<file path="src/hdl/pgrepl_pkg.sv">
// Shared types, codes and defaults for the page replacement victim selector.
package pgrepl_pkg;

  localparam int FRAME_COUNT_DEF = 16;
  localparam int STAMP_WIDTH_DEF = 32;

  localparam int FUNC_W  = 2;
  localparam int FRAME_W = 4;
  localparam int ALG_W   = 2;

  typedef enum logic [FUNC_W-1:0] {
    FN_LOAD   = 2'd0,
    FN_ACCESS = 2'd1,
    FN_VICTIM = 2'd2
  } func_t;

  typedef enum logic [ALG_W-1:0] {
    ALG_FIFO  = 2'd0,
    ALG_LRU   = 2'd1,
    ALG_CLOCK = 2'd2
  } alg_t;

  // Commands from the controller to the datapath.
  typedef struct packed {
    logic evt;       // load or access event transfer
    logic fifo_rd;   // read queue head
    logic fifo_fin;  // capture queue head, advance head
    logic lru_init;
    logic lru_run;
    logic clk_init;
    logic clk_run;
    logic out_load;  // move result into output register
  } ctl_cmd_t;

  // Status from the datapath to the controller.
  typedef struct packed {
    logic             lru_done;
    logic             clk_done;
    logic             out_free;
    logic [ALG_W-1:0] alg;
  } dp_sts_t;

endpackage

</file>
<file path="src/hdl/pgrepl_dp.sv">
// Datapath: policy state, stamp and queue memories, scan and sweep units, output register.
module pgrepl_dp
  import pgrepl_pkg::*;
#(
  parameter int FRAME_COUNT = FRAME_COUNT_DEF,
  parameter int STAMP_WIDTH = STAMP_WIDTH_DEF
) (
  input  logic               clk,
  input  logic               rst_n,
  input  ctl_cmd_t           cmd,
  output dp_sts_t            sts,
  input  logic [FUNC_W-1:0]  in_func,
  input  logic [FRAME_W-1:0] in_frame,
  input  logic               cfg_we,
  input  logic [ALG_W-1:0]   cfg_alg,
  input  logic               out_ready,
  output logic               out_valid,
  output logic [FRAME_W-1:0] out_frame,
  output logic               out_empty
);

  localparam int IDX_W  = $clog2(FRAME_COUNT);
  localparam int CNT_W  = $clog2(FRAME_COUNT + 1);
  localparam int STEP_W = $clog2(2 * FRAME_COUNT + 1);

  // Configuration
  logic [ALG_W-1:0] alg_r;
  logic             is_fifo, is_lru, is_clock;

  // Frame flags and queue
  logic [FRAME_COUNT-1:0] occ_r, ref_r, filled_r, stamp_vld_r;
  logic [FRAME_W-1:0]     qmem [FRAME_COUNT];
  logic [IDX_W-1:0]       head_r, tail_r;
  logic [FRAME_W-1:0]     q_rdata_r;
  logic                   q_filled_r;

  // LRU stamps
  logic [STAMP_WIDTH-1:0] smem [FRAME_COUNT];
  logic [STAMP_WIDTH-1:0] stamp_cnt_r, stamp_new;
  logic [STAMP_WIDTH-1:0] s_rdata_r, s_val, best_stamp_r;
  logic                   s_rvld_r;
  logic [CNT_W-1:0]       scan_addr_r;
  logic                   rd_vld_r;
  logic [IDX_W-1:0]       rd_idx_r, best_idx_r, new_best;
  logic                   take;
  logic                   lru_done_r;

  // CLOCK sweep
  logic [IDX_W-1:0]  hand_r;
  logic [STEP_W-1:0] step_r;
  logic              clk_done_r;
  logic              hit;

  // Result and output register
  logic [FRAME_W-1:0] res_frame_r, out_frame_r;
  logic               res_empty_r, out_empty_r, out_valid_r;

  // Event decode
  logic             frame_ok, ev_load, ev_access;
  logic [IDX_W-1:0] fidx;

  function automatic logic [IDX_W-1:0] next_idx(input logic [IDX_W-1:0] i);
    next_idx = (i == IDX_W'(FRAME_COUNT - 1)) ? '0 : i + 1'b1;
  endfunction

  assign is_fifo  = (alg_r == ALG_FIFO);
  assign is_lru   = (alg_r == ALG_LRU);
  assign is_clock = !is_fifo && !is_lru;

  assign fidx      = IDX_W'(in_frame);
  assign frame_ok  = (32'(in_frame) < 32'(FRAME_COUNT));
  assign ev_load   = cmd.evt && frame_ok && (in_func == FN_LOAD);
  assign ev_access = cmd.evt && frame_ok && (in_func == FN_ACCESS);

  // Saturating time stamp
  assign stamp_new = (stamp_cnt_r == '1) ? stamp_cnt_r : stamp_cnt_r + 1'b1;

  assign s_val    = s_rvld_r ? s_rdata_r : '0;
  assign take     = (rd_idx_r == '0) || (s_val < best_stamp_r);
  assign new_best = take ? rd_idx_r : best_idx_r;

  assign hit = occ_r[hand_r] && !ref_r[hand_r];

  always_ff @(posedge clk) begin
    if (!rst_n) begin
      alg_r       <= ALG_FIFO;
      occ_r       <= '0;
      ref_r       <= '0;
      filled_r    <= '0;
      stamp_vld_r <= '0;
      head_r      <= '0;
      tail_r      <= '0;
      stamp_cnt_r <= '0;
      hand_r      <= '0;
      step_r      <= '0;
      clk_done_r  <= 1'b0;
      lru_done_r  <= 1'b0;
      rd_vld_r    <= 1'b0;
      scan_addr_r <= '0;
      out_valid_r <= 1'b0;
    end else begin
      if (cfg_we) begin
        alg_r <= cfg_alg;
      end

      if (ev_load) begin
        occ_r[fidx] <= 1'b1;
        ref_r[fidx] <= 1'b0;
        if (is_fifo) begin
          filled_r[tail_r] <= 1'b1;
          tail_r           <= next_idx(tail_r);
        end
      end
      if ((ev_load || ev_access) && is_lru) begin
        stamp_cnt_r       <= stamp_new;
        stamp_vld_r[fidx] <= 1'b1;
      end
      if (ev_access && is_clock && occ_r[fidx]) begin
        ref_r[fidx] <= 1'b1;
      end

      if (cmd.fifo_fin) begin
        head_r <= next_idx(head_r);
      end

      // LRU scan: one stamp read per cycle, compared in the cycle after the read
      if (cmd.lru_init) begin
        scan_addr_r <= '0;
        rd_vld_r    <= 1'b0;
        lru_done_r  <= 1'b0;
      end else if (cmd.lru_run) begin
        if (scan_addr_r < CNT_W'(FRAME_COUNT)) begin
          rd_vld_r    <= 1'b1;
          scan_addr_r <= scan_addr_r + 1'b1;
        end else begin
          rd_vld_r <= 1'b0;
        end
        if (rd_vld_r && (rd_idx_r == IDX_W'(FRAME_COUNT - 1))) begin
          lru_done_r <= 1'b1;
        end
      end

      // CLOCK sweep: one frame per cycle
      if (cmd.clk_init) begin
        step_r     <= '0;
        clk_done_r <= 1'b0;
      end else if (cmd.clk_run && !clk_done_r) begin
        hand_r <= next_idx(hand_r);
        if (hit || (step_r == STEP_W'(2 * FRAME_COUNT))) begin
          clk_done_r <= 1'b1;
        end else begin
          if (occ_r[hand_r]) begin
            ref_r[hand_r] <= 1'b0;
          end
          step_r <= step_r + 1'b1;
        end
      end

      if (cmd.out_load) begin
        out_valid_r <= 1'b1;
      end else if (out_ready) begin
        out_valid_r <= 1'b0;
      end
    end
  end

  // Payload registers and memories
  always_ff @(posedge clk) begin
    if (ev_load && is_fifo) begin
      qmem[tail_r] <= in_frame;
    end
    if (cmd.fifo_rd) begin
      q_rdata_r  <= qmem[head_r];
      q_filled_r <= filled_r[head_r];
    end

    if ((ev_load || ev_access) && is_lru) begin
      smem[fidx] <= stamp_new;
    end
    if (cmd.lru_run && (scan_addr_r < CNT_W'(FRAME_COUNT))) begin
      s_rdata_r <= smem[scan_addr_r[IDX_W-1:0]];
      s_rvld_r  <= stamp_vld_r[scan_addr_r[IDX_W-1:0]];
      rd_idx_r  <= scan_addr_r[IDX_W-1:0];
    end
    if (cmd.lru_run && rd_vld_r) begin
      best_idx_r <= new_best;
      if (take) begin
        best_stamp_r <= s_val;
      end
    end

    if (cmd.fifo_fin) begin
      res_frame_r <= q_filled_r ? q_rdata_r : '0;
      res_empty_r <= !q_filled_r;
    end else if (cmd.lru_run && rd_vld_r && (rd_idx_r == IDX_W'(FRAME_COUNT - 1))) begin
      res_frame_r <= FRAME_W'(new_best);
      res_empty_r <= 1'b0;
    end else if (cmd.clk_run && !clk_done_r &&
                 (hit || (step_r == STEP_W'(2 * FRAME_COUNT)))) begin
      res_frame_r <= FRAME_W'(hand_r);
      res_empty_r <= 1'b0;
    end

    if (cmd.out_load) begin
      out_frame_r <= res_frame_r;
      out_empty_r <= res_empty_r;
    end
  end

  assign sts.lru_done = lru_done_r;
  assign sts.clk_done = clk_done_r;
  assign sts.out_free = !out_valid_r || out_ready;
  assign sts.alg      = alg_r;

  assign out_valid = out_valid_r;
  assign out_frame = out_frame_r;
  assign out_empty = out_empty_r;

  a_empty_zero : assert property (@(posedge clk) disable iff (!rst_n)
    cmd.out_load && res_empty_r |-> res_frame_r == '0)
    else $error("empty queue slot result carries a nonzero frame");

  a_step_bound : assert property (@(posedge clk) disable iff (!rst_n)
    step_r <= STEP_W'(2 * FRAME_COUNT))
    else $error("clock sweep ran past two rounds");

  a_clk_hit : assert property (@(posedge clk) disable iff (!rst_n)
    cmd.clk_run && !clk_done_r && hit
    |=> clk_done_r && (res_frame_r == FRAME_W'($past(hand_r))))
    else $error("clock sweep missed an occupied frame with clear reference bit");

endmodule

</file>
<file path="src/hdl/pgrepl_ctrl.sv">
// Controller: sequences event transfers, victim searches and result handoff.
module pgrepl_ctrl
  import pgrepl_pkg::*;
(
  input  logic              clk,
  input  logic              rst_n,
  input  logic              in_valid,
  output logic              in_ready,
  input  logic [FUNC_W-1:0] in_func,
  input  dp_sts_t           sts,
  output ctl_cmd_t          cmd
);

  typedef enum logic [4:0] {
    ST_IDLE = 5'b00001,
    ST_FIFO = 5'b00010,
    ST_LRU  = 5'b00100,
    ST_CLK  = 5'b01000,
    ST_DONE = 5'b10000
  } state_t;

  state_t state_r, state_nxt;
  logic   in_xfer, is_victim;

  assign in_ready  = (state_r == ST_IDLE);
  assign in_xfer   = in_valid && in_ready;
  assign is_victim = (in_func == FN_VICTIM);

  always_comb begin
    state_nxt = state_r;
    cmd       = '0;
    case (state_r)
      ST_IDLE: begin
        if (in_xfer) begin
          if (!is_victim) begin
            cmd.evt = 1'b1;
          end else if (sts.alg == ALG_FIFO) begin
            cmd.fifo_rd = 1'b1;
            state_nxt   = ST_FIFO;
          end else if (sts.alg == ALG_LRU) begin
            cmd.lru_init = 1'b1;
            state_nxt    = ST_LRU;
          end else begin
            cmd.clk_init = 1'b1;
            state_nxt    = ST_CLK;
          end
        end
      end
      ST_FIFO: begin
        cmd.fifo_fin = 1'b1;
        state_nxt    = ST_DONE;
      end
      ST_LRU: begin
        if (sts.lru_done) begin
          state_nxt = ST_DONE;
        end else begin
          cmd.lru_run = 1'b1;
        end
      end
      ST_CLK: begin
        if (sts.clk_done) begin
          state_nxt = ST_DONE;
        end else begin
          cmd.clk_run = 1'b1;
        end
      end
      ST_DONE: begin
        // hold until the output register can take the result
        if (sts.out_free) begin
          cmd.out_load = 1'b1;
          state_nxt    = ST_IDLE;
        end
      end
      default: begin
        state_nxt = ST_IDLE;
      end
    endcase
  end

  always_ff @(posedge clk) begin
    if (!rst_n) begin
      state_r <= ST_IDLE;
    end else begin
      state_r <= state_nxt;
    end
  end

  a_load_free : assert property (@(posedge clk) disable iff (!rst_n)
    cmd.out_load |-> sts.out_free)
    else $error("result loaded over a pending output");

  a_clk_to_done : assert property (@(posedge clk) disable iff (!rst_n)
    (state_r == ST_CLK) && sts.clk_done |=> state_r == ST_DONE)
    else $error("finished clock sweep did not hand off its result");

  a_fifo_start : assert property (@(posedge clk) disable iff (!rst_n)
    in_xfer && is_victim && (sts.alg == ALG_FIFO) |=> state_r == ST_FIFO)
    else $error("FIFO victim request did not start a queue read");

endmodule

</file>
<file path="src/hdl/page_replacement_victim_select_top.sv">
// Top level of the page replacement victim selector (FIFO, LRU, CLOCK).
// Load and access events: no result; next item taken the cycle after.
// FIFO victim: queue head read (queue read port), captured as the result, then moved into the output register.
// LRU victim: one stamp memory read per cycle over all frames.
// CLOCK victim: one frame of the sweep per cycle.
// Reset (rst_n low, synchronous) clears mode, pointers, counters and per-frame flags at once.
module page_replacement_victim_select_top
  import pgrepl_pkg::*;
#(
  parameter int FRAME_COUNT = FRAME_COUNT_DEF,
  parameter int STAMP_WIDTH = STAMP_WIDTH_DEF
) (
  input  logic       clk,
  input  logic       rst_n,
  input  logic       in_tvalid,
  output logic       in_tready,
  input  logic [7:0] in_tdata,   // [3:0] frame_index, [7:4] zero
  input  logic [1:0] in_tuser,   // [1:0] func
  output logic       out_tvalid,
  input  logic       out_tready,
  output logic [7:0] out_tdata,  // [3:0] victim_frame, [7:4] zero
  output logic [0:0] out_tuser,  // [0] slot_empty
  input  logic       cfg_valid,
  output logic       cfg_ready,
  input  logic [1:0] cfg_data    // [1:0] algorithm
);

  ctl_cmd_t           cmd;
  dp_sts_t            sts;
  logic [FRAME_W-1:0] out_frame;
  logic               out_empty;

  assign cfg_ready = 1'b1;

  pgrepl_ctrl u_ctrl (
    .clk      (clk),
    .rst_n    (rst_n),
    .in_valid (in_tvalid),
    .in_ready (in_tready),
    .in_func  (in_tuser),
    .sts      (sts),
    .cmd      (cmd)
  );

  pgrepl_dp #(
    .FRAME_COUNT (FRAME_COUNT),
    .STAMP_WIDTH (STAMP_WIDTH)
  ) u_dp (
    .clk       (clk),
    .rst_n     (rst_n),
    .cmd       (cmd),
    .sts       (sts),
    .in_func   (in_tuser),
    .in_frame  (in_tdata[FRAME_W-1:0]),
    .cfg_we    (cfg_valid && cfg_ready),
    .cfg_alg   (cfg_data),
    .out_ready (out_tready),
    .out_valid (out_tvalid),
    .out_frame (out_frame),
    .out_empty (out_empty)
  );

  assign out_tdata = {4'b0000, out_frame};
  assign out_tuser = out_empty;

endmodule
</file>
<file path="config.mk">
export PLATFORM = sky130hd
export DESIGN_NAME = page_replacement_victim_select_top
export DESIGN_NICKNAME = d
export VERILOG_FILES = /design/src/hdl/pgrepl_pkg.sv /design/src/hdl/pgrepl_dp.sv /design/src/hdl/pgrepl_ctrl.sv /design/src/hdl/page_replacement_victim_select_top.sv
export SDC_FILE = /design/constraint.sdc
export NUM_CORES = 1
export LEC_CHECK = 0
export ABC_CLOCK_PERIOD_IN_PS = 7340
export BUFFER_PORTS_ARGS = -buffer_cell sky130_fd_sc_hd__buf_4
export CORE_UTILIZATION = 50
export CTS_CLUSTER_SIZE = 24
export DETAILED_ROUTE_END_ITERATION = 10
export MAX_ROUTING_LAYER = met4
export PLACE_DENSITY = 0.66
export SETUP_SLACK_MARGIN = 0.2
export SLEW_MARGIN = 20
export SYNTH_ARGS = -nofsm -noshare
export SYNTH_HDL_FRONTEND = slang
export SYNTH_HIERARCHICAL = 1
export SYNTH_SLANG_ARGS = --single-unit
export TNS_END_PERCENT = 20
</file>
<file path="constraint.sdc">
create_clock -name clk -period 7.34 [get_ports clk]
set_input_delay 1.468 -clock clk [delete_from_list [all_inputs] [get_ports clk]]
set_output_delay 1.468 -clock clk [all_outputs]
set_load 0.01 [all_outputs]
</file>
==> results.yml <==
clocking:
  cts_max_level: 3
  cts_tree: "yes"
  cts_root_buf: "clkbuf_16"
  post_cts_buffers: 0
  cts_hold_buf: 0
  clkLatencyLatePin_ns: 0.62
  cts_buffer_depth: 3
  numCtsBuffers: 81
  clock-sinks: 794
  path_clk_slew_ns: 0.06
  cts_resized: 0
layout:
  final_common_cell: "edfxtp_1"
  area_delta_synth_final_pct: 12.3
  layout.nets: 1965
  nFillCells: 4807
  most-common-layout-cells: "664 x edfxtp_1, 205 x mux4_2, 125 x dfxtp_1"
  drive_gt1_share_pct: 23.1
  antenna_cells: 0
  finalNonFillerCells: 2824
place:
  dp.cells: 2676
  port_buffers: 19
  dp_hpwl_um: 38800
  gp_congestion: 0.873
  pre_cts_slack_ns: 2.70
logic_synthesis:
  synthAdderAreaFrac_pct: 1.69
  synth_edf_count: 664
  synth-xor-area-share_pct: 1.70
  synthTopCellsByArea: "edfxtp_1 61%, mux4_2 14%, dfxtp_1 8.0%"
  netlist_area_um2: 32500
  yosysTopAreaCellShare_pct: 61.3
  synth_area_per_cell_um2: 17.5
  synthMuxAreaShare_pct: 14.6
  synth_top_family_by_area: "multiplexers"
  ys_async_sr_fraction_pct: 0
  synth-simple-area-share_pct: 6.98
  synth-seq-cells: 794
  yosys_warnings: 6
  yosys.cell_types.count: 74
  synth_cells: 1862
  synth_compound_area_share_pct: 3.59
  ys.flop_type: "edfxtp_1"
  yosys.area.top_type: "edfxtp_1"
  seq_area_frac_synth_pct: 69.3
power_and_ir_drop:
  ir_drop_uv: 246
  power.leakage_nw: 10.7
  fin_total_pwr_mw: 8.96
  p_per_area_nw_per_um2: 245
critical_path:
  criticalPathCategory: "reg -> reg"
  cp-start-kind: "flop"
  worstPathArrival_ns: 4.69
  crit_buf_inv: 0
  crit_family: "simple AND/OR/NAND/NOR gates"
  cpMaxStageDelayCell: "nor4_1"
  path_cells: "ha_1 -> nand3_1 -> nor4_1 -> nor4b_4 -> or4_1 -> nor2_1 -> xor2_1"
  cpPeakStageDelay_ns: 0.94
  path_max_fanout: 16
  endpoint_kind: "flop"
  worstPathRequired_ns: 7.58
sta:
  fmax_ghz: 0.225
  setup_viol: 0
  relSlewSlack_pct: 23.5
  period_needed_ns: 4.45
  worst_pin_slew_ns: 1.14
  rsz0062_at_grt: "no"
  fin_tns_setup_ns: 0
  final.period_utilization_pct: 60.7
  hold-worst-slack_ns: 0.417
  fin_skew_ns: 0.0286
  report.final.hold_viol_count: 0
  setup_slack_ns: 2.89
  maxSlewViolCount: 0
drt:
  wire_per_inst_um: 24.9
  dr.pass1.iters: 5
  wl_um: 70400
  vias_per_cell: 5.97
  drt_iter0_drc: 1632
  drc: 0
  vias: 16867
  drtAntennaViolNets: 0
status:
  outcome: "finished, final reports clean"
floorplan:
  ios: 29
  core-area_um2: 64300
  die_area_um2: 66000
  start_util_pct: 50.5
  die_w_um: 257
  die_h_um: 257
  row_count: 93
global_route:
  grt_max_degree: 79
  grt_pass1_wl_um: 106000
  grt_pass1_vias: 17198
  globalRouteOverflowTotal: 0
  grtUsageTotal_pct: 22.4
  antenna_found_initial: 1
worst_hold_path:
  hold_class: "reg -> reg"
run:
  timing.max_cap.violations: 0
-- worst reg2reg max path: cells and delay by family (launching register included) --
| family | cells | cell delay [ns] |
|---|---|---|
| DFF | 1 | 0.46 |
| xor gates and xnor gates | 1 | 0.90 |
| adders and majority gates | 1 | 0.25 |
| and+or+nand+nor | 5 | 2.45 |
-- routing by layer --
| metal | up-vias | routed length [um] | GRT usage [%] |
|---|---|---|---|
| met5 | - | 0 | - |
| met4 | 0 | 1280 | 6.13 |
| met3 | 101 | 4190 | 3.01 |
| met2 | 528 | 33800 | 34.4 |
| met1 | 8811 | 31200 | 31.6 |
| li1 | 7427 | - | - |
-- state kept, by name (all words and copies together) (netlist names), 5 cells and up --
name               cells
u_dp/occ_r            16
u_dp/step_r            6
u_dp/s_rdata_r        32
u_dp/smem            512
u_dp/filled_r         16
u_dp/scan_addr_r       5
u_dp/best_stamp_r     32
u_dp/stamp_vld_r      16
u_dp/qmem             64
u_dp/ref_r            16
u_dp/stamp_cnt_r      32
u_ctrl/state_r         5
-- cells by family (layout without fill, tap and decap cells) --
family                     count (synthesis)  after routing
DFF                                      794            794
AOI/OAI and AO/OA                        171            171
other                                      2              5
xor gates and xnor gates                  63             63
buffers and inverters                    154            258
adders and majority gates                 44             44
muxes                                    219            219
and+or+nand+nor                          415            415
-- through the flow --
stage	instance area, um2	utilization [%]
after floorplan	32500	-
after global placement	33700	52.4
after detailed placement	33700	52.4
after CTS	36300	56.5
after global routing	36500	56.7
final	36500	56.7
-- cell usage after synthesis (6+ instances only) --
master	instances
a31oi_1	11
mux4_2	205
nand2b_1	12
buf_1	19
nand2_1	75
a32oi_1	13
and2_1	67
ha_1	44
nor3_1	42
mux2i_1	10
inv_1	52
dfxtp_1	130
nor2b_1	38
a21oi_1	48
nand4_1	22
edfxtp_1	664
buf_4	11
a21boi_0	6
a21o_1	6
nor4_1	12
nor2_1	73
and3_1	7
xnor2_1	37
clkbuf_1	61
o21ai_0	17
xor2_1	26
buf_2	7
o21a_1	37
nand3_1	26
-- area by class of cell --
cell class / count / area [um2] / area share [%]
repair buffers: 58 / 439 / 1.20
flip-flops and latches: 794 / 22600 / 61.8
well taps: 855 / 1070 / 2.93
clock buffers: 115 / 2280 / 6.23
clock inverters: 33 / 347 / 0.949
multi-input cells: 917 / 9630 / 26.4
inverters: 52 / 195 / 0.535
-- where the power goes --
group | internal (mW) | switching [mW] | leakage (nW) | total, mW
sequential | 4.83 | 0.00632 | 6.20 | 4.84
clock | 2.35 | 1.69 | 1.27 | 4.04
combinational | 0.0258 | 0.0579 | 3.25 | 0.0837
-- final timing paths --
check        slack [ns]                start                end  depth (start not counted)
max                2.89  u_dp/stamp_cnt_r[0]   u_dp/smem[5][25]                          7
min                0.42  u_dp/res_frame_r[1]  u_dp/out_frame[1]                          0
max reg2reg        2.89  u_dp/stamp_cnt_r[0]   u_dp/smem[5][25]                          7
min reg2reg        0.42  u_dp/res_frame_r[1]  u_dp/out_frame[1]                          0
Note: power is estimated with default switching activity, not from simulation.
